File: src/sv/rpb_pkg.sv
// rpb_pkg: types, codes and arithmetic helpers of the rgb pixel blend unit
// depends on nothing; used by the interfaces and the top level
package rpb_pkg;

    localparam int unsigned PIX_W = 32;
    localparam int unsigned WPIX_W = 24;
    localparam int unsigned CH_W = 8;
    localparam int unsigned NUM_CH = 3;
    localparam int unsigned CFG_IDX_W = 2;
    localparam int unsigned CFG_DATA_W = 8;
    localparam int unsigned PIPE_DEPTH = 7;
    localparam int unsigned DIV_STAGES = 4;
    localparam logic [CH_W-1:0] CH_MAX = 8'hff;
    localparam logic [CH_W-1:0] MIX_WEIGHT_RST = 8'd128;

    typedef enum logic [3:0] {
        MODE_REPLACE  = 4'd0,
        MODE_ADD      = 4'd1,
        MODE_AVERAGE  = 4'd2,
        MODE_MULTIPLY = 4'd3,
        MODE_SCREEN   = 4'd4,
        MODE_MAX      = 4'd5,
        MODE_MIN      = 4'd6,
        MODE_DODGE    = 4'd7,
        MODE_BURN     = 4'd8,
        MODE_LINBURN  = 4'd9,
        MODE_DSUB     = 4'd10,
        MODE_SSUB     = 4'd11,
        MODE_ABSDIFF  = 4'd12,
        MODE_XOR      = 4'd13,
        MODE_WEIGHTED = 4'd14,
        MODE_BUFFER   = 4'd15
    } blend_mode_t;

    typedef enum logic [CFG_IDX_W-1:0] {
        CFG_BLEND_MODE   = 2'd0,
        CFG_MIX_WEIGHT   = 2'd1,
        CFG_INVERT_WEIGHT = 2'd2
    } cfg_index_t;

    typedef enum logic [2:0] {
        KIND_DIRECT,
        KIND_MUL,
        KIND_SCREEN,
        KIND_MIX,
        KIND_DODGE,
        KIND_BURN
    } chan_kind_t;

    typedef struct packed {
        logic [PIX_W-1:0]  source_pixel;
        logic [PIX_W-1:0]  dest_pixel;
        logic [WPIX_W-1:0] weight_pixel;
        logic              frame_end;
    } in_item_t;

    typedef struct packed {
        chan_kind_t     kind;
        logic [CH_W-1:0] res;
        logic [15:0]    p1;
        logic [15:0]    p2;
        logic [15:0]    num;
        logic [CH_W-1:0] dv;
    } chan_prod_t;

    typedef struct packed {
        chan_prod_t [NUM_CH-1:0] ch;
        logic                    is_xor;
        logic [PIX_W-1:0]        xor_word;
        logic                    frame_end;
    } prod_stage_t;

    typedef struct packed {
        logic [CH_W-1:0] rem;
        logic [CH_W-1:0] nlo;
        logic [CH_W-1:0] q;
    } div_state_t;

    typedef struct packed {
        chan_kind_t      kind;
        logic [CH_W-1:0] res;
        logic [CH_W-1:0] dv;
        logic            ovf;
        div_state_t      ds;
    } chan_div_t;

    typedef struct packed {
        chan_div_t [NUM_CH-1:0] ch;
        logic                   is_xor;
        logic [PIX_W-1:0]       xor_word;
        logic                   frame_end;
    } div_stage_t;

    // exact floor(x / 255) for x below 65280
    function automatic logic [CH_W-1:0] div255(input logic [15:0] x);
        logic [16:0] t;
        begin
            t = {1'b0, x} + {9'b0, x[15:8]} + 17'd1;
            div255 = t[15:8];
        end
    endfunction

    // one restoring division step, one quotient bit
    function automatic div_state_t div_step(input div_state_t s, input logic [CH_W-1:0] dv);
        logic [CH_W:0] t;
        div_state_t    r;
        begin
            t = {s.rem, s.nlo[CH_W-1]};
            r.q = {s.q[CH_W-2:0], 1'b0};
            if (t >= {1'b0, dv})
            begin
                t = t - {1'b0, dv};
                r.q[0] = 1'b1;
            end
            r.rem = t[CH_W-1:0];
            r.nlo = {s.nlo[CH_W-2:0], 1'b0};
            div_step = r;
        end
    endfunction

endpackage

File: src/sv/rpb_in_if.sv
// rpb_in_if: input pixel channel of the blend unit
// depends on rpb_pkg
interface rpb_in_if;
    logic               valid;
    logic               ready;
    rpb_pkg::in_item_t  item;
    modport source (output valid, output item, input ready);
    modport sink (input valid, input item, output ready);
endinterface

File: src/sv/rpb_out_if.sv
// rpb_out_if: blended pixel channel of the blend unit
// depends on rpb_pkg
interface rpb_out_if;
    logic                         valid;
    logic                         ready;
    logic [rpb_pkg::PIX_W-1:0]    blended_pixel;
    logic                         frame_end_out;
    modport source (output valid, output blended_pixel, output frame_end_out, input ready);
    modport sink (input valid, input blended_pixel, input frame_end_out, output ready);
endinterface

File: src/sv/rpb_cfg_if.sv
// rpb_cfg_if: register write channel of the blend unit
// depends on rpb_pkg
interface rpb_cfg_if;
    logic                              valid;
    logic                              ready;
    logic [rpb_pkg::CFG_IDX_W-1:0]     index;
    logic [rpb_pkg::CFG_DATA_W-1:0]    data;
    modport source (output valid, output index, output data, input ready);
    modport sink (input valid, input index, input data, output ready);
endinterface

File: src/sv/rgb_pixel_blend_unit.sv
// rgb_pixel_blend_unit: seven-stage pipelined 8-bit rgb blender
// depends on rpb_pkg, rpb_in_if, rpb_out_if, rpb_cfg_if
// One pixel is taken every clock while the output is not stalled; the
// depth is set by the dodge and burn divider, which resolves two quotient bits
// per stage over four stages after the multiply stage. The whole pipeline moves
// whenever its output register is empty or being taken, so a stall only holds
// items in place. Register writes are taken at once and must only be made while
// no item is in flight.
module rgb_pixel_blend_unit (
    input  logic        clk,
    input  logic        rst_n,
    rpb_in_if.sink      pix_in,
    rpb_out_if.source   pix_out,
    rpb_cfg_if.sink     cfg
);

    rpb_pkg::blend_mode_t         mode_reg;
    logic [rpb_pkg::CH_W-1:0]     weight_reg;
    logic                         inv_reg;

    logic [rpb_pkg::PIPE_DEPTH-1:0] vld_reg;
    logic                         en;

    rpb_pkg::in_item_t            st1_reg;
    rpb_pkg::prod_stage_t         st2_reg, st2_next;
    rpb_pkg::div_stage_t          div_reg [rpb_pkg::DIV_STAGES];
    rpb_pkg::div_stage_t          div_next [rpb_pkg::DIV_STAGES];
    logic [rpb_pkg::PIX_W-1:0]    out_pix_reg, out_pix_next;
    logic                         out_fe_reg;

    // configuration
    assign cfg.ready = 1'b1;

    always_ff @(posedge clk or negedge rst_n)
    begin
        if (!rst_n)
        begin
            mode_reg   <= rpb_pkg::MODE_REPLACE;
            weight_reg <= rpb_pkg::MIX_WEIGHT_RST;
            inv_reg    <= 1'b0;
        end
        else if (cfg.valid)
        begin
            unique case (rpb_pkg::cfg_index_t'(cfg.index))
                rpb_pkg::CFG_BLEND_MODE:    mode_reg <= rpb_pkg::blend_mode_t'(cfg.data[3:0]);
                rpb_pkg::CFG_MIX_WEIGHT:    weight_reg <= cfg.data;
                rpb_pkg::CFG_INVERT_WEIGHT: inv_reg <= cfg.data[0];
                default: ;
            endcase
        end
    end

    // pipeline control
    assign en = !vld_reg[rpb_pkg::PIPE_DEPTH-1] || pix_out.ready;
    assign pix_in.ready = en;

    always_ff @(posedge clk or negedge rst_n)
    begin
        if (!rst_n)
            vld_reg <= '0;
        else if (en)
            vld_reg <= {vld_reg[rpb_pkg::PIPE_DEPTH-2:0], pix_in.valid};
    end

    // stage two: weight, simple results and products
    always_comb
    begin
        logic [rpb_pkg::CH_W-1:0] vmax, v, s, d, vn;
        logic [8:0]               sum;
        vmax = st1_reg.weight_pixel[7:0];
        if (st1_reg.weight_pixel[15:8] > vmax)
            vmax = st1_reg.weight_pixel[15:8];
        if (st1_reg.weight_pixel[23:16] > vmax)
            vmax = st1_reg.weight_pixel[23:16];
        if (mode_reg == rpb_pkg::MODE_BUFFER)
            v = inv_reg ? (rpb_pkg::CH_MAX - vmax) : vmax;
        else
            v = weight_reg;
        vn = rpb_pkg::CH_MAX - v;
        st2_next.is_xor    = (mode_reg == rpb_pkg::MODE_XOR);
        st2_next.xor_word  = st1_reg.source_pixel ^ st1_reg.dest_pixel;
        st2_next.frame_end = st1_reg.frame_end;
        for (int c = 0; c < rpb_pkg::NUM_CH; c++)
        begin
            s = st1_reg.source_pixel[c*8 +: 8];
            d = st1_reg.dest_pixel[c*8 +: 8];
            sum = {1'b0, s} + {1'b0, d};
            st2_next.ch[c].kind = rpb_pkg::KIND_DIRECT;
            st2_next.ch[c].res  = '0;
            st2_next.ch[c].p1   = '0;
            st2_next.ch[c].p2   = '0;
            st2_next.ch[c].num  = '0;
            st2_next.ch[c].dv   = '0;
            unique case (mode_reg)
                rpb_pkg::MODE_REPLACE:  st2_next.ch[c].res = s;
                rpb_pkg::MODE_ADD:      st2_next.ch[c].res = sum[8] ? rpb_pkg::CH_MAX : sum[7:0];
                rpb_pkg::MODE_AVERAGE:  st2_next.ch[c].res = {1'b0, s[7:1]} + {1'b0, d[7:1]};
                rpb_pkg::MODE_MULTIPLY:
                begin
                    st2_next.ch[c].kind = rpb_pkg::KIND_MUL;
                    st2_next.ch[c].p1   = 16'(s) * 16'(d);
                end
                rpb_pkg::MODE_SCREEN:
                begin
                    st2_next.ch[c].kind = rpb_pkg::KIND_SCREEN;
                    st2_next.ch[c].p2   = 16'(rpb_pkg::CH_MAX - s) * 16'(rpb_pkg::CH_MAX - d);
                end
                rpb_pkg::MODE_MAX:      st2_next.ch[c].res = (s > d) ? s : d;
                rpb_pkg::MODE_MIN:      st2_next.ch[c].res = (s < d) ? s : d;
                rpb_pkg::MODE_DODGE:
                begin
                    if (s == '0)
                        st2_next.ch[c].res = '0;
                    else if (d == rpb_pkg::CH_MAX)
                        st2_next.ch[c].res = rpb_pkg::CH_MAX;
                    else
                    begin
                        st2_next.ch[c].kind = rpb_pkg::KIND_DODGE;
                        st2_next.ch[c].num  = {s, 8'h00} - {8'h00, s};
                        st2_next.ch[c].dv   = rpb_pkg::CH_MAX - d;
                    end
                end
                rpb_pkg::MODE_BURN:
                begin
                    if (s == rpb_pkg::CH_MAX)
                        st2_next.ch[c].res = rpb_pkg::CH_MAX;
                    else if (d == '0)
                        st2_next.ch[c].res = '0;
                    else
                    begin
                        st2_next.ch[c].kind = rpb_pkg::KIND_BURN;
                        st2_next.ch[c].num  = {rpb_pkg::CH_MAX - s, 8'h00}
                                            - {8'h00, rpb_pkg::CH_MAX - s};
                        st2_next.ch[c].dv   = d;
                    end
                end
                rpb_pkg::MODE_LINBURN:  st2_next.ch[c].res = sum[8] ? (sum[7:0] + 8'd1) : '0;
                rpb_pkg::MODE_DSUB:     st2_next.ch[c].res = (d > s) ? (d - s) : '0;
                rpb_pkg::MODE_SSUB:     st2_next.ch[c].res = (s > d) ? (s - d) : '0;
                rpb_pkg::MODE_ABSDIFF:  st2_next.ch[c].res = (d > s) ? (d - s) : (s - d);
                rpb_pkg::MODE_XOR:      st2_next.ch[c].res = '0;
                rpb_pkg::MODE_WEIGHTED,
                rpb_pkg::MODE_BUFFER:
                begin
                    st2_next.ch[c].kind = rpb_pkg::KIND_MIX;
                    st2_next.ch[c].p1   = 16'(s) * 16'(v);
                    st2_next.ch[c].p2   = 16'(d) * 16'(vn);
                end
            endcase
        end
    end

    // stage three: scaling by 1/255, overflow check, first quotient bits
    // stages four to six: two quotient bits each
    always_comb
    begin
        logic [rpb_pkg::CH_W-1:0] q1, q2;
        rpb_pkg::div_state_t      ds;
        div_next[0].is_xor    = st2_reg.is_xor;
        div_next[0].xor_word  = st2_reg.xor_word;
        div_next[0].frame_end = st2_reg.frame_end;
        for (int c = 0; c < rpb_pkg::NUM_CH; c++)
        begin
            q1 = rpb_pkg::div255(st2_reg.ch[c].p1);
            q2 = rpb_pkg::div255(st2_reg.ch[c].p2);
            div_next[0].ch[c].kind = st2_reg.ch[c].kind;
            div_next[0].ch[c].dv   = st2_reg.ch[c].dv;
            unique case (st2_reg.ch[c].kind)
                rpb_pkg::KIND_MUL:    div_next[0].ch[c].res = q1;
                rpb_pkg::KIND_SCREEN: div_next[0].ch[c].res = rpb_pkg::CH_MAX - q2;
                rpb_pkg::KIND_MIX:    div_next[0].ch[c].res = q1 + q2;
                default:              div_next[0].ch[c].res = st2_reg.ch[c].res;
            endcase
            div_next[0].ch[c].ovf = (st2_reg.ch[c].num >= {st2_reg.ch[c].dv, 8'h00});
            ds.rem = st2_reg.ch[c].num[15:8];
            ds.nlo = st2_reg.ch[c].num[7:0];
            ds.q   = '0;
            ds = rpb_pkg::div_step(ds, st2_reg.ch[c].dv);
            div_next[0].ch[c].ds = rpb_pkg::div_step(ds, st2_reg.ch[c].dv);
        end
        for (int k = 1; k < rpb_pkg::DIV_STAGES; k++)
        begin
            div_next[k] = div_reg[k-1];
            for (int c = 0; c < rpb_pkg::NUM_CH; c++)
                div_next[k].ch[c].ds = rpb_pkg::div_step(
                    rpb_pkg::div_step(div_reg[k-1].ch[c].ds, div_reg[k-1].ch[c].dv),
                    div_reg[k-1].ch[c].dv);
        end
    end

    // output stage: clamp and assemble
    always_comb
    begin
        logic [rpb_pkg::CH_W-1:0] qc;
        out_pix_next = '0;
        for (int c = 0; c < rpb_pkg::NUM_CH; c++)
        begin
            qc = div_reg[rpb_pkg::DIV_STAGES-1].ch[c].ovf ? rpb_pkg::CH_MAX
                                                          : div_reg[rpb_pkg::DIV_STAGES-1].ch[c].ds.q;
            unique case (div_reg[rpb_pkg::DIV_STAGES-1].ch[c].kind)
                rpb_pkg::KIND_DODGE: out_pix_next[c*8 +: 8] = qc;
                rpb_pkg::KIND_BURN:  out_pix_next[c*8 +: 8] = rpb_pkg::CH_MAX - qc;
                default:             out_pix_next[c*8 +: 8] = div_reg[rpb_pkg::DIV_STAGES-1].ch[c].res;
            endcase
        end
        if (div_reg[rpb_pkg::DIV_STAGES-1].is_xor)
            out_pix_next = div_reg[rpb_pkg::DIV_STAGES-1].xor_word;
    end

    always_ff @(posedge clk)
    begin
        if (en)
        begin
            st1_reg     <= pix_in.item;
            st2_reg     <= st2_next;
            for (int k = 0; k < rpb_pkg::DIV_STAGES; k++)
                div_reg[k] <= div_next[k];
            out_pix_reg <= out_pix_next;
            out_fe_reg  <= div_reg[rpb_pkg::DIV_STAGES-1].frame_end;
        end
    end

    assign pix_out.valid         = vld_reg[rpb_pkg::PIPE_DEPTH-1];
    assign pix_out.blended_pixel = out_pix_reg;
    assign pix_out.frame_end_out = out_fe_reg;

    a_top_byte_zero: assert property (@(posedge clk) disable iff (!rst_n)
        pix_out.valid && mode_reg != rpb_pkg::MODE_XOR |-> pix_out.blended_pixel[31:24] == '0)
        else $error("top byte set outside xor mode");

    a_ready_follows_out: assert property (@(posedge clk) disable iff (!rst_n)
        pix_in.ready == (!pix_out.valid || pix_out.ready))
        else $error("input ready does not track output stage");

    a_bubble_moves: assert property (@(posedge clk) disable iff (!rst_n)
        en && !vld_reg[rpb_pkg::PIPE_DEPTH-2] |=> !pix_out.valid)
        else $error("bubble did not reach output");

    a_held_on_stall: assert property (@(posedge clk) disable iff (!rst_n)
        !en |=> vld_reg == $past(vld_reg))
        else $error("pipeline moved during stall");

endmodule

File: src/flat_wrapper.sv
// flat-port wrapper written by rule: the top's interface ports become plain ports
module rgb_pixel_blend_unit_flat 
  (clk, rst_n, pix_in_valid, pix_in_item, pix_in_ready, pix_out_valid, pix_out_blended_pixel, pix_out_frame_end_out, pix_out_ready, cfg_valid, cfg_index, cfg_data, cfg_ready);
  rpb_in_if pix_in_i ();
  rpb_out_if pix_out_i ();
  rpb_cfg_if cfg_i ();
  input  logic clk;
  input  logic rst_n;
  input wire logic [$bits(pix_in_i.valid)-1:0] pix_in_valid;
  input wire logic [$bits(pix_in_i.item)-1:0] pix_in_item;
  output wire logic [$bits(pix_in_i.ready)-1:0] pix_in_ready;
  output wire logic [$bits(pix_out_i.valid)-1:0] pix_out_valid;
  output wire logic [$bits(pix_out_i.blended_pixel)-1:0] pix_out_blended_pixel;
  output wire logic [$bits(pix_out_i.frame_end_out)-1:0] pix_out_frame_end_out;
  input wire logic [$bits(pix_out_i.ready)-1:0] pix_out_ready;
  input wire logic [$bits(cfg_i.valid)-1:0] cfg_valid;
  input wire logic [$bits(cfg_i.index)-1:0] cfg_index;
  input wire logic [$bits(cfg_i.data)-1:0] cfg_data;
  output wire logic [$bits(cfg_i.ready)-1:0] cfg_ready;
  assign pix_in_i.valid = pix_in_valid;
  assign pix_in_i.item = pix_in_item;
  assign pix_in_ready = pix_in_i.ready;
  assign pix_out_valid = pix_out_i.valid;
  assign pix_out_blended_pixel = pix_out_i.blended_pixel;
  assign pix_out_frame_end_out = pix_out_i.frame_end_out;
  assign pix_out_i.ready = pix_out_ready;
  assign cfg_i.valid = cfg_valid;
  assign cfg_i.index = cfg_index;
  assign cfg_i.data = cfg_data;
  assign cfg_ready = cfg_i.ready;
  rgb_pixel_blend_unit u_core (.clk(clk), .rst_n(rst_n), .pix_in(pix_in_i), .pix_out(pix_out_i), .cfg(cfg_i));
endmodule
File: config.mk
export PLATFORM = sky130hd
export DESIGN_NAME = rgb_pixel_blend_unit_flat
export DESIGN_NICKNAME = d
export VERILOG_FILES = /design/src/sv/rpb_pkg.sv /design/src/sv/rpb_in_if.sv /design/src/sv/rpb_out_if.sv /design/src/sv/rpb_cfg_if.sv /design/src/sv/rgb_pixel_blend_unit.sv /design/src/flat_wrapper.sv
export SDC_FILE = /design/constraint.sdc
export NUM_CORES = 2
export LEC_CHECK = 0
export ABC_AREA = 0
export BUFFER_PORTS_ARGS = -buffer_cell sky130_fd_sc_hd__buf_2
export CORE_MARGIN = 2
export CORE_UTILIZATION = 50
export DETAILED_ROUTE_END_ITERATION = 10
export GPL_TIMING_DRIVEN = 0
export PLACE_DENSITY = 0.68
export SLEW_MARGIN = 10
export SYNTH_ARGS = -nofsm -noshare
export SYNTH_HDL_FRONTEND = slang
export SYNTH_SLANG_ARGS = --single-unit
File: constraint.sdc
create_clock -name clk -period 72.3 [get_ports clk]
set_clock_uncertainty 0.2 [all_clocks]
set_input_delay 10.845 -clock clk [delete_from_list [all_inputs] [get_ports clk]]
set_output_delay 10.845 -clock clk [all_outputs]
set_load 0.1 [all_outputs]
Word-level counts from Yosys, hierarchy flattened
Memories as Yosys holds them, arrays and structs flattened.
Cells that the tools add are included.
{ "word_totals": {"regBits": 377, "mem_bits_rw": 640, "inputBits": 104, "output_inout_bits": 36, "wordCells": 349, "n_memories": 1} }
{ "op_classes": {"n_addsub": 80, "n_mul": 12, "magnitude_cmp": 38, "eq_ne": 38, "n_mux": 133, "bitwise": 1, "n_reduce_logical": 14} }
{ "memory_table": {"columns": ["name", "depth", "width", "rd", "rd_ports_with_merged_regs", "wr", "line_no", "text"], "rows": [
  ["u_core.div_reg", 4, 160, 4, 0, 4, "rgb_pixel_blend_unit.sv:26", "rpb_pkg::div_stage_t div_reg [rpb_pkg::DIV_STAGES];"]
]} }
{ "ops": {"columns": ["op", "count"], "rows": [
  ["2-to-1 mux 8 bit", 61],
  ["2-to-1 mux 24 bit", 13],
  ["case mux 8 bit (11 select lines)", 3],
  ["subtractor 8 bit", 30],
  [">= comparator 9 x 8 -> 1 bit", 24],
  ["case mux 16 bit (2 select lines)", 6],
  ["multiplier 8 x 8 -> 16 bit", 9],
  ["case mux 24 bit (2 select lines)", 3],
  ["subtractor 8 bit, first input constant", 14],
  ["adder 16 x 1 -> 16 bit, second input constant", 6],
  ["adder 16 x 8 -> 16 bit", 6],
  ["subtractor 16 x 8 -> 16 bit", 6],
  ["case mux 8 bit (3 select lines)", 3],
  ["greater-than comparator 8 bit", 8],
  ["subtractor 8 x 8 -> 9 bit, first input constant", 6],
  ["== test 8 bit, second input constant", 6],
  [">= comparator 16 bit", 3],
  ["logical NOT 8 bit", 6],
  ["multiplier 16 x 16 -> 16 bit", 3],
  ["case mux 8 bit (2 select lines)", 3],
  ["case mux 3 bit (5 select lines)", 3],
  ["2-to-1 mux 3 bit", 12],
  ["== test 4 bit, second input constant", 8],
  ["bitwise XOR 32 bit", 1],
  ["other kinds (20)", 73]
]} }

Depth between registers and ports, before layout
{ "logic_depth": {"word_depth": 10, "ltp_mapped": 34, "depth_no_buf": 32} }

Worst setup path after synthesis
OpenSTA, ideal clock, no wires.
{ "synth_path": {"kind": "input-to-output", "from": "input port pix_out_ready", "to": "output port pix_in_ready", "arrival_time_ns": 35.217, "required_ns": 61.255, "setup_slack_ns": 26.038, "stages": 2, "n_path_buf": 1, "path_cell_list": "nand2b_1 > clkbuf_1"} }
{ "synth_between": {"elab_chain_cells": 1} }
{ "synth_lines": {"columns": ["item", "line_no", "text"], "rows": [
  ["start: declaration", "flat_wrapper.sv:15", "input wire logic [$bits(pix_out_i.ready)-1:0] pix_out_ready;"],
  ["logical OR 1 bit", "rgb_pixel_blend_unit.sv:54", "assign en = !vld_reg[rpb_pkg::PIPE_DEPTH-1] || pix_out.ready;"],
  ["end: declaration", "flat_wrapper.sv:11", "output wire logic [$bits(pix_in_i.ready)-1:0] pix_in_ready;"]
]} }
No other way between the ends.

Worst setup path after layout
Same ends and word-level chain as after synthesis.

==> impl_metrics.csv <==
group,metric,value,unit
outcome,status,"complete, no violations",
critical_path,crit_path_end_kind,"primary output",
logic_synthesis,synth_top_family_by_area,"adder cells",
logic_synthesis,avgSynthCellArea,10.27,µm²
sta,finalCritPeriodShare,32.48,%
finish,drive_gt1_share,7.187,%
global_routing,grt-busiest-layer,"met2",
logic_synthesis,synth_mux_area_share,3.362,%
sta,fin_tns_setup,0,ns
critical_path,critPathTopFamily,"buffers and inverters",
floorplan,chipWidth,390.5,µm
floorplan,start_util,50.46,%
floorplan,num_rows,141,
critical_path,worstSetupPathDepth,5,
logic_synthesis,synth_compound_area_share,11.11,%
placement,place_area,78290,µm²
logic_synthesis,synth-xor-area-share,5.149,%
global_routing,grt_pass1_wl,331.2,mm
critical_path,slowest_delay,0.57,ns
finish,final_common_cell,"inv_1",
global_routing,met1_usage,38.35,%
critical_path,crit_arrival,12.44,ns
critical_path,start_kind,"input port",
global_routing,overflow,0,
clocking,clock_latency,0.75,ns
critical_path,crit_buf_inv,4,
global_routing,first_global_vias,55950,
finish,largest_reg_flops,512,
finish,fin_cells,9542,
clocking,cts_inserted_buffers,97,
routing,routed_wl,217.2,mm
critical_path,slowest_stage,"clkbuf_4",
clocking,htree_levels,3,
clocking,max-clock-path-buffers,3,
sta,worst_slack,48.82,ns
placement,place_congestion,0.9813,
sta,drv_slew,0,
finish,mostFrequentLayoutCells,"inv_1 (960), ha_1 (892), edfxtp_1 (867)",
floorplan,core_region_area,148000,µm²
logic_synthesis,netlist_area,74700,µm²
routing,vias,55520,
finish,fin_area,81630,µm²
placement,numPortBuffers,138,
logic_synthesis,synthSimpleGateAreaFrac,11.04,%
sta,finalSetupViolCount,0,
job,maxCapViolCount,0,
global_routing,grtUsageMet3,5.388,%
sta,fmax,42.58,MHz
routing,viasPerCell,5.819,
routing,drc_errors,0,
logic_synthesis,synth_flop_cell,"edfxtp_1",
logic_synthesis,ys_ff_latch,887,
floorplan,die-area,152500,µm²
placement,post-dp-hpwl,172.1,mm
placement,place_ws,48.77,ns
clocking,cts_resized,0,
logic_synthesis,synth-edff-count,867,
critical_path,critPathMostFrequentCell,"buf_2",
clocking,cts.clk_slew.worst_paths,0.06,ns
floorplan,fp.dieH,390.5,µm
finish,area_delta_synth_final,9.285,%
logic_synthesis,synth_fa_ha_area_share,27.40,%
finish,finalNetCount,8994,
critical_path,crit_type,"in -> out",
routing,firstDrtPassIters,8,
sta,max-slew-margin-rel,10.30,%
routing,post_drt_wl_per_cell,22.76,µm
placement,dp_cells,9364,
global_routing,gr-usage-met2,44.36,%
logic_synthesis,yosysSeqAreaShare,35.53,%
global_routing,grtUsageTotal,28.56,%
logic_synthesis,syn_nets,8736,
critical_path,cp_max_fo,51,
critical_path,reg2reg_depth,30,
sta,hold_viol_final,0,
sta,rsz0062_at_grt,"no",
critical_path,endpoint,"pix_in_ready",
critical_path,r2r_end,"u_core.st2_reg[206]$_DFFE_PP_",
critical_path,crit_chain,"buf_2 -> nand2b_1 -> clkbuf_4 -> buf_16 -> buf_2",
logic_synthesis,synthArstFlopShare,2.255,%
logic_synthesis,netlist_instances,7275,
global_routing,grt_max_degree,68,
routing,ant_nets,0,
logic_synthesis,yosysUniqueCellTypes,95,
clocking,clockRootBuffer,"clkbuf_16",
hold_path,min_path_type,"reg -> reg",
sta,worstMarginPinSlew,1.345,ns
critical_path,rr_startpoint,"u_core.st1_reg[11]$_DFFE_PP_",
clocking,hold_buffers,0,
routing,dr.first_iter.drc_count,4734,
clocking,clkSinkCount,887,
floorplan,ioPinCount,140,
critical_path,required,61.26,ns
sta,fin_crit,23.48,ns
critical_path,rrSetupSlack,61.63,ns
clocking,post_cts.repair.setup_buffers,0,
critical_path,startpoint,"pix_out_ready",
global_routing,antenna_found_initial,6,
logic_synthesis,synth_warnings,0,
clocking,cts_tree,"yes",
==> cell families after synthesis <==
| kind of cell | after synthesis |
|---|---|
| muxes | 231 |
| DFF | 887 |
| and+or+nand+nor | 1811 |
| adders and majority gates | 1357 |
| xor gates and xnor gates | 436 |
| other | 1 |
| AOI/OAI and AO/OA | 1285 |
| buffers and inverters | 1267 |
==> worst min path at each step <==
stage | from | to | slack, ns | cells after the start
after floorplan | u_core.st1_reg[0]$_DFFE_PP_ | u_core.div_next[498]$_DFFE_PP_ | 0.20 | 0
after global placement | u_core.div_reg[0][155]$_DFFE_PP_ | u_core.div_reg[1][155]$_DFFE_PP_ | 0.20 | 0
after detailed placement | u_core.div_reg[0][109]$_DFFE_PP_ | u_core.div_reg[1][109]$_DFFE_PP_ | 0.20 | 0
after CTS | u_core.div_reg[1][22]$_DFFE_PP_ | u_core.div_reg[2][22]$_DFFE_PP_ | 0.18 | 0
after global routing | u_core.div_reg[1][22]$_DFFE_PP_ | u_core.div_reg[2][22]$_DFFE_PP_ | 0.20 | 0
final | u_core.div_reg[1][22]$_DFFE_PP_ | u_core.div_reg[2][22]$_DFFE_PP_ | 0.19 | 0
==> synthesized netlist by cell type, types with 159 or more instances <==
| master | count | area [µm²] |
|---|---|---|
| fa_1 | 465 | 9309 |
| xor2_1 | 180 | 1577 |
| nor2_1 | 636 | 2387 |
| a21oi_1 | 313 | 1567 |
| inv_1 | 960 | 3603 |
| nand2_1 | 477 | 1790 |
| o21ai_0 | 342 | 1712 |
| edfxtp_1 | 867 | 26030 |
| nor3_1 | 238 | 1191 |
| ha_1 | 892 | 11160 |
| xnor2_1 | 254 | 2225 |
| clkbuf_1 | 219 | 822.0 |
| mux2_2 | 159 | 1790 |
==> metal layers <==
metal / routed length [µm] / vias up
met5: 60 / -
met1: 91730 / 27070
met4: 12310 / 8
li1: - / 25790
met2: 95930 / 2167
met3: 17120 / 486
==> per-stage QoR <==
step / hold WS [ns] / util, %
finish: 0.1865 / 55.15
global route: 0.2024 / 55.15
CTS: 0.1787 / 55.14
detailed placement: 0.2045 / 52.89
global placement: 0.2012 / 52.56
floorplan: 0.2003 / -
==> area by class of cell <==
| class | count | area (µm²) |
|---|---|---|
| Inverter | 982 | 3686 |
| Sequential cell | 887 | 26540 |
| Tap cell | 1930 | 2415 |
| Clock buffer | 109 | 2504 |
| Antenna cell | 1 | 2.502 |
| Timing Repair Buffer | 159 | 1146 |
| Clock inverter | 68 | 830.8 |
| Multi-Input combinational cell | 5121 | 43410 |
| Fill cell | 12790 | 66380 |
| Buffer | 285 | 1105 |
Power is left out: the tool's default activity adds up to more than one toggle a clock period on the data nets, which glitch-free logic cannot reach.
